## src/rtl/core/utfdw_pkg.sv

```systemverilog
// Package for the UTF-8 display width block: decoded character beat type and width table.
package utfdw_pkg;

    localparam int CP_BITS     = 21;
    localparam int GOT_BITS    = 3;
    localparam int OUT_BITS    = 16;
    localparam int WIDE_RANGES = 19;

    typedef logic [CP_BITS-1:0] cp_t;

    // One beat from the decoder to the accumulator.
    typedef struct packed {
        logic                has_char;
        cp_t                 cp;
        logic [GOT_BITS-1:0] got;
        logic                last;
    } char_evt_t;

    localparam cp_t WIDE_LO [WIDE_RANGES] = '{
        21'h03000, 21'h01100, 21'h02E80, 21'h03040, 21'h030A0, 21'h03100, 21'h03130,
        21'h03190, 21'h03200, 21'h03400, 21'h04E00, 21'h0AC00, 21'h0F900, 21'h0FE30,
        21'h0FF01, 21'h0FFE0, 21'h1F200, 21'h20000, 21'h30000
    };
    localparam cp_t WIDE_HI [WIDE_RANGES] = '{
        21'h03000, 21'h0115F, 21'h0303E, 21'h0309F, 21'h030FF, 21'h0312F, 21'h0318F,
        21'h031FF, 21'h033FF, 21'h04DBF, 21'h09FFF, 21'h0D7AF, 21'h0FAFF, 21'h0FE6F,
        21'h0FF60, 21'h0FFE6, 21'h1F2FF, 21'h2FFFF, 21'h3FFFF
    };

    function automatic logic is_wide(input cp_t cp);
        logic hit;
        hit = 1'b0;
        for (int k = 0; k < WIDE_RANGES; k++)
        begin
            if (cp >= WIDE_LO[k] && cp <= WIDE_HI[k])
            begin
                hit = 1'b1;
            end
        end
        return hit;
    endfunction

    // Missing continuation bytes count as zero bits.
    function automatic cp_t pad_cp(input cp_t cp, input logic [1:0] pend);
        cp_t r;
        case (pend)
            2'd0:    r = cp;
            2'd1:    r = {cp[14:0], 6'b0};
            2'd2:    r = {cp[8:0], 12'b0};
            2'd3:    r = {cp[2:0], 18'b0};
            default: r = cp;
        endcase
        return r;
    endfunction

endpackage

```

## src/rtl/core/utfdw_front.sv

```systemverilog
// Byte decoder: gathers UTF-8 sequences into code point beats.
module utfdw_front
    import utfdw_pkg::*;
(
    input  logic      clk,
    input  logic      rst_n,
    input  logic      accept,
    input  logic [7:0] text_byte,
    input  logic      last_byte,
    output logic      evt_push,
    output char_evt_t evt
);

    logic                ended_reg, ended_next;
    logic [1:0]          pend_reg, pend_next;
    logic [GOT_BITS-1:0] len_reg, len_next;
    cp_t                 pcp_reg, pcp_next;
    cp_t                 cp_cont;

    assign cp_cont = {pcp_reg[14:0], text_byte[5:0]};

    always_comb
    begin
        ended_next = ended_reg;
        pend_next  = pend_reg;
        len_next   = len_reg;
        pcp_next   = pcp_reg;
        evt        = '0;
        if (!ended_reg)
        begin
            if (text_byte == 8'h00)
            begin
                if (pend_reg != 2'd0)
                begin
                    evt.has_char = 1'b1;
                    evt.cp       = pad_cp(pcp_reg, pend_reg);
                    evt.got      = len_reg - {1'b0, pend_reg};
                end
                ended_next = 1'b1;
                pend_next  = 2'd0;
                len_next   = '0;
                pcp_next   = '0;
            end
            else if (pend_reg != 2'd0)
            begin
                pcp_next  = cp_cont;
                pend_next = pend_reg - 2'd1;
                if (pend_reg == 2'd1)
                begin
                    evt.has_char = 1'b1;
                    evt.cp       = cp_cont;
                    evt.got      = len_reg;
                    len_next     = '0;
                    pcp_next     = '0;
                end
            end
            else if (text_byte < 8'h80)
            begin
                evt.has_char = 1'b1;
                evt.cp       = {13'b0, text_byte};
                evt.got      = 3'd1;
            end
            else if (text_byte < 8'hE0)
            begin
                pcp_next  = {16'b0, text_byte[4:0]};
                len_next  = 3'd2;
                pend_next = 2'd1;
            end
            else if (text_byte < 8'hF0)
            begin
                pcp_next  = {17'b0, text_byte[3:0]};
                len_next  = 3'd3;
                pend_next = 2'd2;
            end
            else
            begin
                pcp_next  = {18'b0, text_byte[2:0]};
                len_next  = 3'd4;
                pend_next = 2'd3;
            end
        end
        if (last_byte)
        begin
            if (!ended_next && pend_next != 2'd0)
            begin
                evt.has_char = 1'b1;
                evt.cp       = pad_cp(pcp_next, pend_next);
                evt.got      = len_next - {1'b0, pend_next};
            end
            evt.last   = 1'b1;
            ended_next = 1'b0;
            pend_next  = 2'd0;
            len_next   = '0;
            pcp_next   = '0;
        end
    end

    assign evt_push = accept && (evt.has_char || evt.last);

    always_ff @(posedge clk or negedge rst_n)
    begin
        if (!rst_n)
        begin
            ended_reg <= 1'b0;
            pend_reg  <= 2'd0;
            len_reg   <= '0;
            pcp_reg   <= '0;
        end
        else if (accept)
        begin
            ended_reg <= ended_next;
            pend_reg  <= pend_next;
            len_reg   <= len_next;
            pcp_reg   <= pcp_next;
        end
    end

endmodule

```

## src/rtl/core/utfdw_evq.sv

```systemverilog
// Two-entry queue of character beats between decoder and accumulator.
module utfdw_evq
    import utfdw_pkg::*;
(
    input  logic      clk,
    input  logic      rst_n,
    input  logic      push,
    input  char_evt_t wr_evt,
    output logic      full,
    input  logic      pop,
    output logic      empty,
    output char_evt_t rd_evt
);

    char_evt_t  mem [2];
    logic       wr_ptr_reg;
    logic       rd_ptr_reg;
    logic [1:0] cnt_reg;
    logic       do_push;
    logic       do_pop;

    assign full    = (cnt_reg == 2'd2);
    assign empty   = (cnt_reg == 2'd0);
    assign do_push = push && !full;
    assign do_pop  = pop && !empty;
    assign rd_evt  = mem[rd_ptr_reg];

    always_ff @(posedge clk)
    begin
        if (do_push)
        begin
            mem[wr_ptr_reg] <= wr_evt;
        end
    end

    always_ff @(posedge clk or negedge rst_n)
    begin
        if (!rst_n)
        begin
            wr_ptr_reg <= 1'b0;
            rd_ptr_reg <= 1'b0;
            cnt_reg    <= 2'd0;
        end
        else
        begin
            if (do_push)
            begin
                wr_ptr_reg <= !wr_ptr_reg;
            end
            if (do_pop)
            begin
                rd_ptr_reg <= !rd_ptr_reg;
            end
            if (do_push && !do_pop)
            begin
                cnt_reg <= cnt_reg + 2'd1;
            end
            else if (do_pop && !do_push)
            begin
                cnt_reg <= cnt_reg - 2'd1;
            end
        end
    end

endmodule

```

## src/rtl/core/utfdw_back.sv

```systemverilog
// Accumulator: width sums, fit tracking and the two-entry result queue.
module utfdw_back
    import utfdw_pkg::*;
#(
    parameter int COUNT_BITS = 16
)
(
    input  logic                clk,
    input  logic                rst_n,
    input  logic [OUT_BITS-1:0] max_columns,
    input  logic                evt_empty,
    input  char_evt_t           evt,
    output logic                evt_pop,
    output logic                empty,
    input  logic                pop,
    output logic [OUT_BITS-1:0] total_width,
    output logic [OUT_BITS-1:0] fit_bytes
);

    localparam int WB = (COUNT_BITS > OUT_BITS) ? COUNT_BITS : OUT_BITS;
    localparam logic [COUNT_BITS-1:0] CNT_MAX = '1;

    logic [COUNT_BITS-1:0] width_sum_reg, width_sum_next;
    logic [COUNT_BITS-1:0] fit_w_reg, fit_w_next;
    logic [COUNT_BITS-1:0] fit_b_reg, fit_b_next;
    logic                  ovf_reg, ovf_next;

    logic [OUT_BITS-1:0] tot_mem [2];
    logic [OUT_BITS-1:0] fit_mem [2];
    logic                wr_ptr_reg;
    logic                rd_ptr_reg;
    logic [1:0]          cnt_reg;
    logic                out_full;
    logic                res_push;
    logic                res_pop;

    logic [1:0]            cw;
    logic [COUNT_BITS:0]   sum_w;
    logic [COUNT_BITS:0]   sum_fw;
    logic [COUNT_BITS:0]   sum_fb;
    logic [OUT_BITS-1:0]   res_tot;
    logic [OUT_BITS-1:0]   res_fit;

    assign out_full = (cnt_reg == 2'd2);
    assign empty    = (cnt_reg == 2'd0);
    assign evt_pop  = !evt_empty && !(evt.last && out_full);
    assign res_push = evt_pop && evt.last;
    assign res_pop  = pop && !empty;

    assign cw     = is_wide(evt.cp) ? 2'd2 : 2'd1;
    assign sum_w  = {1'b0, width_sum_reg} + (COUNT_BITS+1)'(cw);
    assign sum_fw = {1'b0, fit_w_reg} + (COUNT_BITS+1)'(cw);
    assign sum_fb = {1'b0, fit_b_reg} + (COUNT_BITS+1)'(evt.got);

    always_comb
    begin
        width_sum_next = width_sum_reg;
        fit_w_next     = fit_w_reg;
        fit_b_next     = fit_b_reg;
        ovf_next       = ovf_reg;
        if (evt.has_char)
        begin
            width_sum_next = sum_w[COUNT_BITS] ? CNT_MAX : sum_w[COUNT_BITS-1:0];
            if (!ovf_reg)
            begin
                if ((COUNT_BITS+1 > OUT_BITS ? (COUNT_BITS+1) : OUT_BITS)'(sum_fw) >
                    (COUNT_BITS+1 > OUT_BITS ? (COUNT_BITS+1) : OUT_BITS)'(max_columns))
                begin
                    ovf_next = 1'b1;
                end
                else
                begin
                    fit_w_next = sum_fw[COUNT_BITS] ? CNT_MAX : sum_fw[COUNT_BITS-1:0];
                    fit_b_next = sum_fb[COUNT_BITS] ? CNT_MAX : sum_fb[COUNT_BITS-1:0];
                end
            end
        end
        res_tot = (WB'(width_sum_next) > WB'({OUT_BITS{1'b1}})) ? '1
                                                              : OUT_BITS'(width_sum_next);
        res_fit = (WB'(fit_b_next) > WB'({OUT_BITS{1'b1}})) ? '1 : OUT_BITS'(fit_b_next);
    end

    assign total_width = tot_mem[rd_ptr_reg];
    assign fit_bytes   = fit_mem[rd_ptr_reg];

    always_ff @(posedge clk)
    begin
        if (res_push)
        begin
            tot_mem[wr_ptr_reg] <= res_tot;
            fit_mem[wr_ptr_reg] <= res_fit;
        end
    end

    always_ff @(posedge clk or negedge rst_n)
    begin
        if (!rst_n)
        begin
            width_sum_reg <= '0;
            fit_w_reg     <= '0;
            fit_b_reg     <= '0;
            ovf_reg       <= 1'b0;
            wr_ptr_reg    <= 1'b0;
            rd_ptr_reg    <= 1'b0;
            cnt_reg       <= 2'd0;
        end
        else
        begin
            if (evt_pop)
            begin
                if (evt.last)
                begin
                    width_sum_reg <= '0;
                    fit_w_reg     <= '0;
                    fit_b_reg     <= '0;
                    ovf_reg       <= 1'b0;
                end
                else
                begin
                    width_sum_reg <= width_sum_next;
                    fit_w_reg     <= fit_w_next;
                    fit_b_reg     <= fit_b_next;
                    ovf_reg       <= ovf_next;
                end
            end
            if (res_push)
            begin
                wr_ptr_reg <= !wr_ptr_reg;
            end
            if (res_pop)
            begin
                rd_ptr_reg <= !rd_ptr_reg;
            end
            if (res_push && !res_pop)
            begin
                cnt_reg <= cnt_reg + 2'd1;
            end
            else if (res_pop && !res_push)
            begin
                cnt_reg <= cnt_reg - 2'd1;
            end
        end
    end

endmodule

```

## src/rtl/core/utf8_display_width_truncator.sv

```systemverilog
// UTF-8 display width and truncation counter, top level.
//
// Input queue side: text_byte/last_byte are taken on a clock edge with push high and
// full low, one byte per beat. last_byte marks the end of a string; a zero byte ends
// the content and later bytes up to the last one are ignored.
// Result queue side: while empty is low, total_width and fit_bytes show the oldest
// result; pop with empty low takes it. One result per string, on its last byte.
// Config: max_columns is written when cfg_valid and cfg_ready are high; cfg_ready is
// always high. Reset value is 80. Write only while no string is in flight.
// Throughput: one byte per cycle unless results back up. The decoder feeds a two-entry
// beat queue; the accumulator drains one beat per cycle, so the rate is set by that
// single add and compare stage. A last beat's result is written to the result queue
// as the beat is popped. When the result receiver stalls, two results are held; the
// accumulator then stops on the next string end, the beat queue fills and full rises.
// Reset (rst_n low, asynchronous) clears all counters and both queues.
module utf8_display_width_truncator
    import utfdw_pkg::*;
#(
    parameter int COUNT_BITS = 16
)
(
    input  logic                clk,
    input  logic                rst_n,
    input  logic                push,
    output logic                full,
    input  logic [7:0]          text_byte,
    input  logic                last_byte,
    output logic                empty,
    input  logic                pop,
    output logic [OUT_BITS-1:0] total_width,
    output logic [OUT_BITS-1:0] fit_bytes,
    input  logic                cfg_valid,
    output logic                cfg_ready,
    input  logic [OUT_BITS-1:0] max_columns
);

    logic [OUT_BITS-1:0] max_cols_reg;
    logic                accept;
    logic                evt_push;
    logic                evt_pop;
    logic                evt_empty;
    char_evt_t           wr_evt;
    char_evt_t           rd_evt;

    assign cfg_ready = 1'b1;
    assign accept    = push && !full;

    always_ff @(posedge clk or negedge rst_n)
    begin
        if (!rst_n)
        begin
            max_cols_reg <= 16'd80;
        end
        else if (cfg_valid && cfg_ready)
        begin
            max_cols_reg <= max_columns;
        end
    end

    utfdw_front u_front (
        .clk       (clk),
        .rst_n     (rst_n),
        .accept    (accept),
        .text_byte (text_byte),
        .last_byte (last_byte),
        .evt_push  (evt_push),
        .evt       (wr_evt)
    );

    utfdw_evq u_evq (
        .clk    (clk),
        .rst_n  (rst_n),
        .push   (evt_push),
        .wr_evt (wr_evt),
        .full   (full),
        .pop    (evt_pop),
        .empty  (evt_empty),
        .rd_evt (rd_evt)
    );

    utfdw_back #(
        .COUNT_BITS (COUNT_BITS)
    ) u_back (
        .clk         (clk),
        .rst_n       (rst_n),
        .max_columns (max_cols_reg),
        .evt_empty   (evt_empty),
        .evt         (rd_evt),
        .evt_pop     (evt_pop),
        .empty       (empty),
        .pop         (pop),
        .total_width (total_width),
        .fit_bytes   (fit_bytes)
    );

endmodule

```

## config.mk

```make
export PLATFORM = sky130hd
export DESIGN_NAME = utf8_display_width_truncator
export DESIGN_NICKNAME = d
export VERILOG_FILES = /design/src/rtl/core/utfdw_pkg.sv /design/src/rtl/core/utfdw_front.sv /design/src/rtl/core/utfdw_evq.sv /design/src/rtl/core/utfdw_back.sv /design/src/rtl/core/utf8_display_width_truncator.sv
export SDC_FILE = /design/constraint.sdc
export NUM_CORES = 1
export LEC_CHECK = 0
export BUFFER_PORTS_ARGS = -buffer_cell sky130_fd_sc_hd__buf_2
export CORE_UTILIZATION = 50
export CTS_CLUSTER_SIZE = 20
export DETAILED_ROUTE_END_ITERATION = 7
export HOLD_SLACK_MARGIN = 0.06
export PLACE_DENSITY = 0.79
export RECOVER_POWER = 100
export SLEW_MARGIN = 30
export SYNTH_ARGS = -nofsm -noshare
export SYNTH_HDL_FRONTEND = slang
export SYNTH_SLANG_ARGS = --single-unit
export TNS_END_PERCENT = 30
```

## constraint.sdc

```tcl
create_clock -name clk -period 7.35 [get_ports clk]
set_clock_uncertainty 0.1 [all_clocks]
set_input_delay 1.47 -clock clk [delete_from_list [all_inputs] [get_ports clk]]
set_output_delay 1.47 -clock clk [all_outputs]
set_load 0.01 [all_outputs]
```

Yosys cells after proc, flatten, opt, wreduce, memory -nomap -nowiden

Memory sizes are Yosys's and may differ from the RTL's.
Index checks and enable logic that the tools add are counted.

Muxes and demuxes: 83
Reduce and logical (&&, ||, !) cells: 58
Equal/unequal tests: 10
Add/subtract/negate cells: 10
$lt $le $gt $ge: 44

Operators by type and width:

| cell                                                                                  | number |
|---|---|
| 16-bit 2-to-1 mux                                                                     | 15 |
| 21-bit by 14-bit greater-or-equal comparator with 1-bit output, second input constant | 9 |
| 25-bit 2-to-1 mux                                                                     | 7 |
| 21-bit by 14-bit less-or-equal comparator with 1-bit output, second input constant    | 8 |
| 21-bit one-hot mux with 4 select lines                                                | 2 |
| 21-bit 2-to-1 mux                                                                     | 7 |
| 21-bit by 16-bit less-or-equal comparator with 1-bit output, second input constant    | 6 |
| 21-bit by 16-bit greater-or-equal comparator with 1-bit output, second input constant | 5 |
| 21-bit by 18-bit greater-or-equal comparator with 1-bit output, second input constant | 2 |
| 21-bit by 18-bit less-or-equal comparator with 1-bit output, second input constant    | 2 |
| 16-bit by 2-bit adder with 17-bit output                                              | 2 |
| 16-bit greater-than comparator, second input constant                                 | 2 |
| 1-bit logical AND                                                                     | 32 |
| 1-bit 2-to-1 mux                                                                      | 31 |
| 26-bit 2-to-1 mux                                                                     | 1 |
| 8-bit < comparator, second input constant                                             | 3 |
| 3-bit 2-to-1 mux                                                                      | 8 |
| 2-bit 2-to-1 mux                                                                      | 11 |
| 21-bit by 13-bit greater-or-equal comparator with 1-bit output, second input constant | 1 |
| 21-bit by 15-bit greater-or-equal comparator with 1-bit output, second input constant | 1 |
| 21-bit by 17-bit greater-or-equal comparator with 1-bit output, second input constant | 1 |
| 21-bit by 13-bit less-or-equal comparator with 1-bit output, second input constant    | 1 |
| 21-bit by 15-bit less-or-equal comparator with 1-bit output, second input constant    | 1 |
| 21-bit by 17-bit less-or-equal comparator with 1-bit output, second input constant    | 1 |
| other kinds (16)                                                                      | 46 |

Register bits: 100
RAM bits: 116
Memories: 3
Input port bits: 30
Output and inout port bits: 35

Memory list:

| name           | words | bits a word | read ports | clocked after memory_dff | wr ports | RTL line         | text |
|---|---|---|---|---|---|---|---|
| u_evq.mem      | 2     | 26          | 1          | 0                        | 1        | utfdw_evq.sv:15  | `char_evt_t mem [2];` |
| u_back.fit_mem | 2     | 16          | 1          | 0                        | 1        | utfdw_back.sv:29 | `logic [OUT_BITS-1:0] fit_mem [2];` |
| u_back.tot_mem | 2     | 16          | 1          | 0                        | 1        | utfdw_back.sv:28 | `logic [OUT_BITS-1:0] tot_mem [2];` |

Logic depth before layout (Yosys ltp)

An unclocked memory read counts as a cell.

Depth after elaboration: 30
Depth in mapped cells: 30
Mapped depth without buffers: 23

Cells and area by module

From an unflattened synthesis, not the netlist that was laid out.

Cell total of the unflattened synthesis: 1120
Area total of the unflattened synthesis: 11950.2 um^2

By module, submodules not included:

| module                       | instances | area an instance (um^2) | sequential area each (um^2) | cells an instance |
|---|---|---|---|---|
| utfdw_back                   | 1         | 7046.8                  | 3248.1                      | 708 |
| utfdw_evq                    | 1         | 2173.3                  | 1661.6                      | 100 |
| utfdw_front                  | 1         | 2060.7                  | 525.5                       | 275 |
| utf8_display_width_truncator | 1         | 669.4                   | 402.9                       | 37 |

Worst setup path after synthesis

Ideal clock, no wire load.

Path type: register to register
Start point: register u_evq.rd_ptr_reg
End point: memory u_back.fit_mem[0][12] (data pin)
Required time: 6.984 ns
Cell stages (with the launch flop): 31
Path slack: 1.097 ns
Data arrival time: 5.887 ns
Cells stage by stage: dfrtp_1 > buf_2 > buf_2 > buf_4 > buf_4 > nor2b_1 > a221oi_1 > o221ai_1 > a31oi_1 > o32ai_1 > a221oi_1 > o211a_1 > ha_1 > inv_1 > fa_1 > and3b_1 > clkbuf_1 > and2_1 > and3_1 > nand2_1 > nor2_1 > xor2_1 > ha_1 > a211oi_1 > o21ai_0 > a211o_1 > and2_4 > buf_6 > buf_4 > nor4_2 > mux2_1

Longest elaborated chain between the ends: 30
Elaborated cells on any way between the ends: 87
Those cells by class: 2 x add/sub; 40 x order compare; 25 x mux; 19 x reduce/logical; 1 x memory

RTL lines:

| element                                                                                                                                       | RTL line         | text |
|---|---|---|
| from (decl)                                                                                                                                   | utfdw_evq.sv:17  | `logic rd_ptr_reg;` |
| from (signal assigned)                                                                                                                        | utfdw_evq.sv:52  | `rd_ptr_reg <= !rd_ptr_reg;` |
| memory read 2 x 26 bit *                                                                                                                      | --               |  |
| 21-bit by 14-bit greater-or-equal comparator with 1-bit output or 21-bit by 14-bit less-or-equal comparator with 1-bit output (tied branches) | utfdw_pkg.sv:35  | `if (cp >= WIDE_LO[k] && cp <= WIDE_HI[k])` |
| 1-bit logical AND                                                                                                                             | utfdw_pkg.sv:35  |  |
| 1-bit 2-to-1 mux (19 in a row)                                                                                                                | utfdw_pkg.sv:35  |  |
| 2-bit 2-to-1 mux                                                                                                                              | utfdw_back.sv:50 | `assign cw = is_wide(evt.cp) ? 2'd2 : 2'd1;` |
| 16-bit by 2-bit adder with 17-bit output                                                                                                      | utfdw_back.sv:52 | `assign sum_fw = {1'b0, fit_w_reg} + (COUNT_BITS+1)'(cw);` |
| 17-bit by 16-bit greater-than comparator with 1-bit output                                                                                    | utfdw_back.sv:66 | `if ((COUNT_BITS+1 > OUT_BITS ? (COUNT_BITS+1) : OUT_BITS)'(sum_fw) >` |
| 16-bit 2-to-1 mux                                                                                                                             | utfdw_back.sv:66 |  |
| 16-bit 2-to-1 mux                                                                                                                             | utfdw_back.sv:64 | `if (!ovf_reg)` |
| 16-bit 2-to-1 mux *                                                                                                                           | utfdw_back.sv:61 | `if (evt.has_char)` |
| 16-bit greater-than comparator                                                                                                                | utfdw_back.sv:80 | `res_fit = (WB'(fit_b_next) > WB'({OUT_BITS{1'b1}})) ? '1 : OUT_BITS'(fit_b_next);` |
| 16-bit 2-to-1 mux *                                                                                                                           | utfdw_back.sv:80 |  |
| via u_back.res_fit[12]                                                                                                                        | utfdw_back.sv:42 | `logic [OUT_BITS-1:0] res_fit;` |
| to (decl)                                                                                                                                     | utfdw_back.sv:29 |  |

The timed path passes the listed nets; every way through them passes the cells marked *.

Worst setup path after layout

Start point: register u_evq.rd_ptr_reg
End point: register u_back.fit_w_reg[14]

Longest elaborated chain between the ends: 29
Elaborated cells on any way between the ends: 92
Those cells by class: 1 x add/sub; 39 x order compare; 2 x eq/ne; 25 x mux; 24 x reduce/logical; 1 x memory

RTL lines:

| element                                                                                                                 | RTL line          | text |
|---|---|---|
| memory read 2 x 26 bit *                                                                                                | --                |  |
| parallel branches: the longest is 28 deep, another holds 21-bit by 14-bit greater-or-equal comparator with 1-bit output | --                |  |
| to (signal assigned)                                                                                                    | utfdw_back.sv:121 | `fit_w_reg <= fit_w_next;` |
| to (decl)                                                                                                               | utfdw_back.sv:24  | `logic [COUNT_BITS-1:0] fit_w_reg, fit_w_next;` |

Mark *: on every way between the ends. The select of a mux whose other input is x is not followed.
A chain may end at the register's enable or synchronous reset.

==> results.toml <==
[status]
run_status = "finished, violations left"
violations = "DRC, capacitance limit, slew limit"

[route]
avgViaCountPerCell = 6.29
vias = 9833
drtIter0Drc = 924
antenna_left = 0
wl_per_cell_um = 19.4
dr.pass1.iters = 8
drcViolationCount = 3
routed_wirelength_mm = 30.4

[worst_setup_path]
critPathMaxFanout = 59
crit_required_ps = 7690
worstSetupEndpointType = "flop"
cp.arrival_ps = 7230
setup.worst_path.class = "reg2reg"
startpoint_type = "flop"
reg2regPathDepth = 25

[clocking]
cts_buffer_depth = 3
htree_levels = 1
holdBufCountCts = 0
clkSlewWorstSetupHoldPaths_ps = 70
clock_latency_ps = 520
clock_sinks = 210
cts_tree = "built"
root_buffer = "clkbuf_16"
cts_buffers = 23

[logic_synthesis]
avgSynthCellArea_um2 = 10.2
synth-main-ff-cell = "edfxtp_1"
ys_ff_latch = 210
async_flop_share = 0.448
yosys.cell_types.count = 83
synth_area_mm2 = 0.0121
synth_nets = 1252
synth_edf_count = 116
synth-seq-area-share = 0.482
yosysWarningCount = 0
netlist_instances = 1190

[sta]
fmax_ghz = 0.145
final.min_clock_period_ps = 6890
slew_headroom = -0.277
hold_viol_final = 0
worst_pin_slew_ps = 1920
rsz0062_at_grt = "false"
drv_slew = 158
period_share = 0.938
fin_tns_setup_ps = 0
setup_violations = 0

[cells_and_area]
reg.largest.list = "u_evq.mem: 52 flops, u_back.fit_mem: 32 flops, u_back.tot_mem: 32 flops"
nets = 1290
drive_above_1_share = 0.113
diodes = 0
n_fill_cell = 2039
area_growth_pct = 10.2
top_register = "u_evq.mem"
final_common_cell = "nand2_1"
largest_reg_flops = 52
final_cell_mix = "nand2_1, edfxtp_1, dfrtp_1"

[min_path]
hp-class = "reg2reg"
whs_path_depth = 1

[placement]
io_buffers = 63
gp_congestion = 0.956
dpl.hpwl_mm = 21.1

[global_route]
grt_pass1_vias = 9549
grt_overflow_total = 0
grt_pass1_wl_mm = 48.6
antenna_found_initial = 0
grt_max_degree = 62
grt_usage = 0.245

[die]
dieArea_mm2 = 0.0248
die_height_um = 158
core_mm2 = 0.0236
rows = 56
start_util = 0.513
ios = 65
die-width_um = 158

[job]
cap_violations = 5

[power_and_ir_drop]
power.total_w = 0.00482
powerDensity_mw_per_mm2 = 361
power_leakage_nw = 5.29
peakVddDrop_mv = 0.188
## Yosys cell counts, drive strengths merged, types with 15 or more instances
cell type    n  share of area
a21oi       47          0.020
a22o        30          0.022
a22oi       15         0.0093
a31oi       20          0.010
and2        17         0.0090
and3        17         0.0088
buf         20         0.0097
clkbuf      45          0.014
dfrtp       92           0.19
edfxtp     116           0.29
ha          27          0.028
inv         53          0.016
mux2        53          0.049
mux2i       16          0.013
nand2      130          0.040
nand3       36          0.015
nor2        66          0.021
nor3        28          0.012
nor4        16         0.0093
o21ai       80          0.033
o22ai       23          0.012
xnor2       21          0.015
## critical path, stage by stage, from the launching register on
cell and delay, ps:
dfrtp_4 570, buf_12 270, or3b_2 510, a222oi_1 440, and2_0 180, a2111oi_0 60, a41oi_1 210, o32a_1 200
o211a_1 210, ha_1 180, inv_1 50, fa_1 440, and3b_1 360, and2_1 190, and3_1 240, nand2_1 140
nor2_1 180, xor2_1 90, ha_1 300, nand3_1 110, a2111oi_0 470, a211o_1 210, nand2_1 260, a21oi_2 200
clkbuf_2 360, a221o_1 240
## cell families (layout without fill, tap and decap cells)
group | count (synthesis) | in the layout | share of synthesized area
and+or+nand+nor | 396 | 396 | 0.166
AOI/OAI and AO/OA | 329 | 329 | 0.187
DFF | 210 | 210 | 0.482
buffers and inverters | 119 | 174 | 0.0404
muxes | 69 | 69 | 0.0625
xor gates and xnor gates | 34 | 34 | 0.0246
adders and majority gates | 32 | 32 | 0.0362
other | 1 | 1 | 0.000310
## routing by layer
metal	wire, um	share of wire	GRT usage	vias up
li1	-	-	-	4574
met1	12800	0.42	0.335	4759
met3	2250	0.074	0.0326	54
met2	14600	0.48	0.405	446
met5	0	0	0	-
met4	699	0.023	0.0781	0
## through the flow
step                       util  hold slack (ps)  area, um2  cells  setup WS, ps
after floorplan               -              360      12100   1190          1100
after global placement    0.537              388      12700   1522           751
after detailed placement  0.537              401      12700   1522           572
after CTS                 0.568              407      13400   1564           514
after global routing      0.565              424      13300   1564          31.4
final                     0.565              401      13300   1564           457
## final cells by class
class	instances	area, um2	area share
repair buffers	78	370	0.0278
well taps	319	399	0.0299
clock buffers	25	583	0.0437
clock inverters	17	171	0.0128
multi-input cells	861	5770	0.433
inverters	54	203	0.0152
flip-flops and latches	210	5840	0.438
## where the power goes
part	total, W	internal, W	switching [W]
Combinational	0.00181	0.000626	0.00118
Sequential	0.00184	0.00164	0.000198
Clock	0.00117	0.000682	0.000485
Total	0.00482	0.00295	0.00187
## final timing paths
path	slack [ps]	endpoint	start
hold / removal	400	u_evq.cnt_reg[1]	u_evq.cnt_reg[1]
hold reg to reg	400	u_evq.cnt_reg[1]	u_evq.cnt_reg[1]
max in group asynchronous	3970	u_evq.rd_ptr_reg	rst_n
min in group asynchronous	1370	u_back.fit_w_reg[7]	rst_n
setup reg to reg	460	u_back.fit_w_reg[14]	u_evq.rd_ptr_reg
setup / recovery	460	u_back.fit_w_reg[14]	u_evq.rd_ptr_reg
## what timing repair did
action,in CTS,in global routing
endpoints found under the setup margin,0,7
resized for setup,0,1
buffers inserted,0,0
Power figures use the tool's default switching activity.
